**src/design/sha_pkg.sv**
```systemverilog
package sha_pkg;

  typedef struct packed {
    logic       action;
    logic [7:0] data_byte;
  } in_item_t;

  typedef struct packed {
    logic [31:0] digest_word;
    logic [2:0]  word_index;
    logic        last_word;
  } out_item_t;

  localparam logic ACT_ABSORB = 1'b0;
  localparam logic ACT_FINISH = 1'b1;

  localparam int QueueDepth = 4;
  localparam int QueuePtrW  = 2;

  localparam logic [7:0] PAD_MARK = 8'h80;
  localparam logic [5:0] LEN_OFFSET = 6'd56;

  localparam logic [31:0] INIT_H [8] = '{
    32'h6a09e667, 32'hbb67ae85, 32'h3c6ef372, 32'ha54ff53a,
    32'h510e527f, 32'h9b05688c, 32'h1f83d9ab, 32'h5be0cd19
  };

  localparam logic [31:0] ROUND_K [64] = '{
    32'h428a2f98, 32'h71374491, 32'hb5c0fbcf, 32'he9b5dba5,
    32'h3956c25b, 32'h59f111f1, 32'h923f82a4, 32'hab1c5ed5,
    32'hd807aa98, 32'h12835b01, 32'h243185be, 32'h550c7dc3,
    32'h72be5d74, 32'h80deb1fe, 32'h9bdc06a7, 32'hc19bf174,
    32'he49b69c1, 32'hefbe4786, 32'h0fc19dc6, 32'h240ca1cc,
    32'h2de92c6f, 32'h4a7484aa, 32'h5cb0a9dc, 32'h76f988da,
    32'h983e5152, 32'ha831c66d, 32'hb00327c8, 32'hbf597fc7,
    32'hc6e00bf3, 32'hd5a79147, 32'h06ca6351, 32'h14292967,
    32'h27b70a85, 32'h2e1b2138, 32'h4d2c6dfc, 32'h53380d13,
    32'h650a7354, 32'h766a0abb, 32'h81c2c92e, 32'h92722c85,
    32'ha2bfe8a1, 32'ha81a664b, 32'hc24b8b70, 32'hc76c51a3,
    32'hd192e819, 32'hd6990624, 32'hf40e3585, 32'h106aa070,
    32'h19a4c116, 32'h1e376c08, 32'h2748774c, 32'h34b0bcb5,
    32'h391c0cb3, 32'h4ed8aa4a, 32'h5b9cca4f, 32'h682e6ff3,
    32'h748f82ee, 32'h78a5636f, 32'h84c87814, 32'h8cc70208,
    32'h90befffa, 32'ha4506ceb, 32'hbef9a3f7, 32'hc67178f2
  };

  function automatic logic [31:0] rotr(input logic [31:0] v, input int n);
    rotr = (v >> n) | (v << (32 - n));
  endfunction

endpackage

```
**src/design/sha_queue.sv**
```systemverilog
// Small FIFO between the byte front end and the compression back end.
module sha_queue (
  input  logic             clk,
  input  logic             rst,
  input  logic             push,
  input  sha_pkg::in_item_t push_data,
  output logic             full,
  input  logic             pop,
  output sha_pkg::in_item_t pop_data,
  output logic             empty
);
  import sha_pkg::*;

  in_item_t             mem [QueueDepth];
  logic [QueuePtrW-1:0] wr_ptr;
  logic [QueuePtrW-1:0] rd_ptr;
  logic [QueuePtrW:0]   count;

  assign full     = (count == (QueuePtrW+1)'(QueueDepth));
  assign empty    = (count == '0);
  assign pop_data = mem[rd_ptr];

  always_ff @(posedge clk) begin
    if (push && !full) begin
      mem[wr_ptr] <= push_data;
    end
    if (rst) begin
      wr_ptr <= '0;
      rd_ptr <= '0;
      count  <= '0;
    end else begin
      if (push && !full) wr_ptr <= wr_ptr + 1'b1;
      if (pop && !empty) rd_ptr <= rd_ptr + 1'b1;
      case ({push && !full, pop && !empty})
        2'b10:   count <= count + 1'b1;
        2'b01:   count <= count - 1'b1;
        default: count <= count;
      endcase
    end
  end
endmodule

```
**src/design/sha_core.sv**
```systemverilog
// Back end: block buffer, padding, one round per cycle, digest read-out.
module sha_core (
  input  logic               clk,
  input  logic               rst,
  input  logic               q_empty,
  input  sha_pkg::in_item_t  q_data,
  output logic               q_pop,
  output logic               out_valid,
  input  logic               out_stall,
  output sha_pkg::out_item_t out_data
);
  import sha_pkg::*;

  localparam logic [2:0] ST_TAKE  = 3'd0;
  localparam logic [2:0] ST_PAD   = 3'd1;
  localparam logic [2:0] ST_LOAD  = 3'd2;
  localparam logic [2:0] ST_ROUND = 3'd3;
  localparam logic [2:0] ST_ADD   = 3'd4;
  localparam logic [2:0] ST_EMIT  = 3'd5;

  logic [2:0]  state;
  logic [31:0] blk [16];    // block buffer, big-endian bytes within each word
  logic [5:0]  fill;
  logic [63:0] total;
  logic [31:0] h [8];
  logic [31:0] r [8];
  logic [31:0] w [16];
  logic [5:0]  rnd;
  logic [5:0]  pad_idx;
  logic        final_blk;   // block being compressed ends the message
  logic        pad_second;  // a length-only block follows
  logic [2:0]  emit_idx;
  logic [63:0] bits;

  logic [31:0] w_cur, w_new, s0, s1, t1, t2, e, a;

  assign bits = {total[60:0], 3'b000};

  always_comb begin
    s0 = rotr(w[1], 7) ^ rotr(w[1], 18) ^ (w[1] >> 3);
    s1 = rotr(w[14], 17) ^ rotr(w[14], 19) ^ (w[14] >> 10);
    w_new = w[0] + s0 + w[9] + s1;
    w_cur = w[0];
    e = r[4];
    a = r[0];
    t1 = r[7] + (rotr(e, 6) ^ rotr(e, 11) ^ rotr(e, 25)) +
         ((e & r[5]) ^ (~e & r[6])) + ROUND_K[rnd] + w_cur;
    t2 = (rotr(a, 2) ^ rotr(a, 13) ^ rotr(a, 22)) +
         ((a & r[1]) ^ (a & r[2]) ^ (r[1] & r[2]));
  end

  assign q_pop     = (state == ST_TAKE) && !q_empty;
  assign out_valid = (state == ST_EMIT);
  assign out_data  = '{digest_word: h[emit_idx], word_index: emit_idx,
                       last_word: (emit_idx == 3'd7)};

  always_ff @(posedge clk) begin
    if (rst) begin
      state <= ST_TAKE;
      fill  <= '0;
      total <= '0;
      for (int i = 0; i < 8; i++) h[i] <= INIT_H[i];
      rnd <= '0; pad_idx <= '0; final_blk <= 1'b0; pad_second <= 1'b0;
      emit_idx <= '0;
    end else begin
      unique case (state)
        ST_TAKE: begin
          if (!q_empty) begin
            blk[fill[5:2]][{~fill[1:0], 3'b000} +: 8] <=
              (q_data.action == ACT_ABSORB) ? q_data.data_byte : PAD_MARK;
            if (q_data.action == ACT_ABSORB) begin
              fill  <= fill + 1'b1;
              total <= total + 64'd1;
              final_blk <= 1'b0;
              if (fill == 6'd63) state <= ST_LOAD;
            end else begin
              pad_idx    <= fill + 1'b1;
              pad_second <= (fill >= 6'd56);
              final_blk  <= (fill < 6'd56);
              state      <= (fill == 6'd63) ? ST_LOAD : ST_PAD;
            end
          end
        end
        ST_PAD: begin
          // zero fill, then length bytes in the tail when this is the last block
          if (!pad_second && pad_idx >= LEN_OFFSET)
            blk[pad_idx[5:2]][{~pad_idx[1:0], 3'b000} +: 8] <=
              bits[8*(6'd63 - pad_idx) +: 8];
          else
            blk[pad_idx[5:2]][{~pad_idx[1:0], 3'b000} +: 8] <= 8'h00;
          pad_idx <= pad_idx + 1'b1;
          if (pad_idx == 6'd63) state <= ST_LOAD;
        end
        ST_LOAD: begin
          for (int i = 0; i < 16; i++) w[i] <= blk[i];
          for (int i = 0; i < 8; i++) r[i] <= h[i];
          rnd   <= '0;
          state <= ST_ROUND;
        end
        ST_ROUND: begin
          for (int i = 0; i < 15; i++) w[i] <= w[i+1];
          w[15] <= w_new;
          r[7] <= r[6]; r[6] <= r[5]; r[5] <= e; r[4] <= r[3] + t1;
          r[3] <= r[2]; r[2] <= r[1]; r[1] <= a; r[0] <= t1 + t2;
          rnd <= rnd + 1'b1;
          if (rnd == 6'd63) state <= ST_ADD;
        end
        ST_ADD: begin
          for (int i = 0; i < 8; i++) h[i] <= h[i] + r[i];
          fill <= '0;
          if (pad_second) begin
            pad_second <= 1'b0;
            final_blk  <= 1'b1;
            pad_idx    <= '0;
            state      <= ST_PAD;
          end else if (final_blk) begin
            emit_idx <= '0;
            state    <= ST_EMIT;
          end else begin
            state <= ST_TAKE;
          end
        end
        ST_EMIT: begin
          if (!out_stall) begin
            emit_idx <= emit_idx + 1'b1;
            if (emit_idx == 3'd7) begin
              for (int i = 0; i < 8; i++) h[i] <= INIT_H[i];
              total     <= '0;
              final_blk <= 1'b0;
              state     <= ST_TAKE;
            end
          end
        end
        default: state <= ST_TAKE;
      endcase
    end
  end
endmodule

```
**src/design/sha256_stream_hasher_unit.sv**
```systemverilog
// Streaming SHA-256. Each input transfer either absorbs one byte (action 0)
// or finishes the message (action 1); a finish yields eight output
// transfers, digest words 0..7, last_word set on word 7, after which the
// hash restarts from the initial values. Bytes enter a four-entry queue, so
// the source is only stalled when the queue is full. The back end takes one
// queued item per cycle while it collects a block; each full 64-byte block
// is then compressed (load, one round per cycle, final add). A finish costs
// the remaining zero fill (one byte per cycle) plus one or two compressions,
// then the digest read-out, which holds while the receiver stalls.
module sha256_stream_hasher_unit (
  input  logic               clk,
  input  logic               rst,
  input  logic               in_valid,
  output logic               in_stall,
  input  sha_pkg::in_item_t  in_data,
  output logic               out_valid,
  input  logic               out_stall,
  output sha_pkg::out_item_t out_data
);
  import sha_pkg::*;

  logic     q_full, q_empty, q_pop;
  in_item_t q_data;

  // front end: every accepted transfer lands in the queue
  assign in_stall = q_full;

  sha_queue u_queue (
    .clk(clk), .rst(rst),
    .push(in_valid), .push_data(in_data), .full(q_full),
    .pop(q_pop), .pop_data(q_data), .empty(q_empty)
  );

  sha_core u_core (
    .clk(clk), .rst(rst),
    .q_empty(q_empty), .q_data(q_data), .q_pop(q_pop),
    .out_valid(out_valid), .out_stall(out_stall), .out_data(out_data)
  );
endmodule

```
**config.mk**
```make
export PLATFORM = sky130hd
export DESIGN_NAME = sha256_stream_hasher_unit
export DESIGN_NICKNAME = d
export VERILOG_FILES = /design/src/design/sha_pkg.sv /design/src/design/sha_queue.sv /design/src/design/sha_core.sv /design/src/design/sha256_stream_hasher_unit.sv
export SDC_FILE = /design/constraint.sdc
export NUM_CORES = 2
export LEC_CHECK = 0
export ABC_AREA = 1
export BUFFER_PORTS_ARGS = -buffer_cell sky130_fd_sc_hd__buf_2
export CAP_MARGIN = 20
export CORE_ASPECT_RATIO = 0.9
export CORE_MARGIN = 2
export CORE_UTILIZATION = 40
export CTS_BUF_LIST = sky130_fd_sc_hd__clkbuf_4 sky130_fd_sc_hd__clkbuf_8
export CTS_CLUSTER_SIZE = 16
export DETAILED_ROUTE_END_ITERATION = 6
export PLACE_DENSITY = 0.6
export REMOVE_ABC_BUFFERS = 1
export SETUP_SLACK_MARGIN = 0.02
export SLEW_MARGIN = 15
export SYNTH_ARGS = -nofsm -noshare
export SYNTH_HDL_FRONTEND = slang
export SYNTH_SLANG_ARGS = --single-unit
```
**constraint.sdc**
```tcl
create_clock -name clk -period 48.6 [get_ports clk]
set_input_delay 0 -clock clk [delete_from_list [all_inputs] [get_ports clk]]
set_output_delay 0 -clock clk [all_outputs]
set_load 0.01 [all_outputs]
```
==> results.toml <==
[synth]
syn-cell-area_um2 = 99100
synth_edf_count = 1444
synthesis.instances = 11500
synth_ff_type = "edfxtp_1"
netlist-cell-type-count = 67
ys_async_sr_fraction_pct = 0
ys_warn_count = 0
yosys.area.top_type = "edfxtp_1"
ys_ff_latch = 1671
ys_seq_area_share_pct = 48.4
syn_area_per_cell_um2 = 8.63
synthTopCellsByArea = "edfxtp_1 (44%), nand2_1 (12%), ha_1 (5.2%)"
yosysTopAreaCellShare_pct = 43.8

[timing]
fin_crit_sh_pct = 19.5
fin_crit_ns = 9.50
slew_viol_final = 0
clock.fmax_mhz = 105
tns_ns = 0
slew_headroom_pct = 2.57
skew_ns = 0.0889
worst_slew_pin_slew_ns = 1.46
final-hold-violation-count = 0
rsz0062_at_grt = "false"
setup_viol = 0

[final_layout]
final_core_util_pct = 44.3
drive_above_1_share_pct = 6.57
fin_area_um2 = 109000
fill_cells = 24300
multi_input_area_um2 = 45200
syn2layout_area_growth_pct = 10.2
final_nets = 12200
ff_latch_area_um2 = 47900

[hold_path]
hold-path-cell-count = 6
hold_path_class = "in2reg"

[floorplanning]
fp.dieH_um = 476
die_area_um2 = 252000
core-area_um2 = 247000
ioPinCount = 51
initial_core_util_pct = 40.2
rows = 173
die_x_um = 529

[critical_path]
end_kind = "flip-flop"
slowest_stage = "dfxtp_1"
crit_top_cell = "nand2_1"
reg2reg_setup_slack_ns = 39.10
required_ns = 49.31
startpoint_type = "flip-flop"
reg2regPathDepth = 35
crit_path_max_incr_delay_ns = 0.68
crit_type = "reg2reg"
worst-path-max-fanout = 14
critPathArrivalTime_ns = 10.21

[placed_design]
gp_congestion = 1.03
io_buffers = 50
post_dp_cell_area_um2 = 103000
dp_hpwl_um = 302000

[outcome]
violations = "design-rule violations"
status = "finished with violations"

[detailed_routing]
ant_nets = 0
drtIter0Drc = 9922
avgViaCountPerCell = 5.70
firstDrtPassIters = 7
wl_per_cell_um = 26.9
drc = 5
routed_wl_um = 403000
vias = 85600

[grt]
grt_pass1_vias = 81000
grt_usage_pct = 31.3
grt_first_pass_wirelength_um = 576000
grt_start_max_net_pins = 186
grt_overflow_total = 0
antenna_found_initial = 8

[power]
fin_total_pwr_mw = 8.57
leakagePower_nw = 43.7
power_density_nw_per_um2 = 78.5
clockPowerShare_pct = 16.1
max-vdd-ir-drop_mv = 0.119
p_sw_mw = 4.49
p_comb_share_pct = 60.5
internal_power_mw = 4.08
power_frac_seq_pct = 23.3
switching_share_pct = 52.4

[clock_network]
clk_latency_ns = 1.02
cts_sinks = 1671
cts_buffers = 302
clockBufferDepth = 4
cts-root-buf = "clkbuf_8"
cts_tree = "yes"
htree_levels = 5
cts_resized = 0
path_clk_slew_ns = 0.07

[run]
drv_cap = 0
placed cells by master, fill, tap and decap left out, types with 95 or more instances in the layout:
cell / instances
nand2_1: 3267
edfxtp_1: 1444
inv_1: 1191
o21ai_0: 948
a21oi_1: 867
nor2_1: 789
nand3_1: 417
ha_1: 409
clkbuf_8: 319
dfxtp_1: 224
xor2_1: 202
fa_1: 196
xnor2_1: 171
nor3_1: 117
nand4_1: 117
buf_4: 95
cell type report:
| type | count | share of cell area (%) |
|---|---|---|
| Antenna cell | 11 | 0.0252 |
| Clock buffer | 405 | 4.61 |
| Clock inverter | 127 | 0.913 |
| Inverter | 1212 | 4.19 |
| Multi-Input combinational cell | 8174 | 41.4 |
| Sequential cell | 1671 | 43.9 |
| Tap cell | 3237 | 3.71 |
| Timing Repair Buffer | 178 | 1.26 |
state kept, by name, summed over array words and instances, names as in the netlist, named ones only:
register           cells
u_queue.rd_ptr         2
u_core.pad_second      1
u_core.fill            6
u_queue.count          3
u_core.total          61
u_core.w             512
u_core.state           3
u_core.h             256
u_core.final_blk       1
u_core.r             256
u_core.pad_idx         6
u_core.blk           512
u_queue.wr_ptr         2
u_queue.mem           36
u_core.emit_idx        3
u_core.rnd             6
power by group through the flow:
stage / registers (mW) / clock network, mW / logic, mW
final: 2.00 / 1.38 / 5.19
after floorplan: 2.05 / 0 / 3.26
after global placement: 2.02 / 0 / 5.03
after global routing: 2.00 / 1.46 / 5.62
after CTS: 1.99 / 1.40 / 5.03
after detailed placement: 2.02 / 0 / 4.99
stage by stage:
step	hold WS (ns)	cells	setup WS, ns
3_5_place_dp	0.220	14400	39.39
4_1_cts	0.167	15000	39.35
6_report	0.229	15000	39.10
2_1_floorplan	0.0691	11100	6.84
3_3_place_gp	0.210	14400	39.37
5_1_grt	0.250	15000	38.65
synthesized netlist by cell type (all sizes together) (19+ instances only):
cell / number
nand2: 3276
o21bai: 39
buf: 103
a21boi: 37
a211oi: 19
inv: 1206
nand3b: 28
o211ai: 56
fa: 196
xor2: 202
a21oi: 867
nor4: 50
o22ai: 36
nand3: 420
o221ai: 21
nor3: 119
clkbuf: 317
o21ai: 973
a31oi: 93
edfxtp: 1444
ha: 409
nor2: 807
or2: 46
xnor2: 171
a21o: 52
nand4: 118
dfxtp: 227
o21a: 33
what timing repair did:
| action | 4_1_cts | 5_1_grt |
|---|---|---|
| setup buffers | 0 | 0 |
| endpoints found under the hold margin | 160 | 0 |
| hold buffers | 22 | 0 |
| endpoints found under the setup margin | 0 | 0 |
final timing paths:
kind | startpoint | to
max reg2reg | u_core.rnd[0] | u_core.r[0][31]
max | u_core.rnd[0] | u_core.r[0][31]
min | out_stall | u_core.final_blk
min reg2reg | u_queue.rd_ptr[1] | flip-flop
worst max-delay path, delay by kind of cell, from the launching register on:
| kind | cells | cell delay [ns] |
|---|---|---|
| XOR/XNOR | 1 | 0.56 |
| buffers and inverters | 4 | 0.83 |
| adder cells (fa/ha/maj) | 7 | 3.33 |
| AND/OR/NAND/NOR | 16 | 2.28 |
| AO/OA/AOI/OAI | 7 | 1.58 |
| flip-flops | 1 | 0.68 |
cells by family after synthesis:
logic type               synth area share (%)
AO/OA/AOI/OAI                            12.8
adder cells (fa/ha/maj)                  9.24
AND/OR/NAND/NOR                          20.0
multiplexers                           0.0202
buffers and inverters                    6.29
flip-flops                               48.4
XOR/XNOR                                 3.30
routing by layer:
layer	routed length, µm	vias to the layer above	global-route usage [%]
met2	174000	4016	46.9
met1	178000	42000	45.0
met5	271	-	0
met3	33400	736	5.14
li1	-	38900	-
met4	17600	8	12.1
No activity file was read; power rests on OpenSTA's default activity.
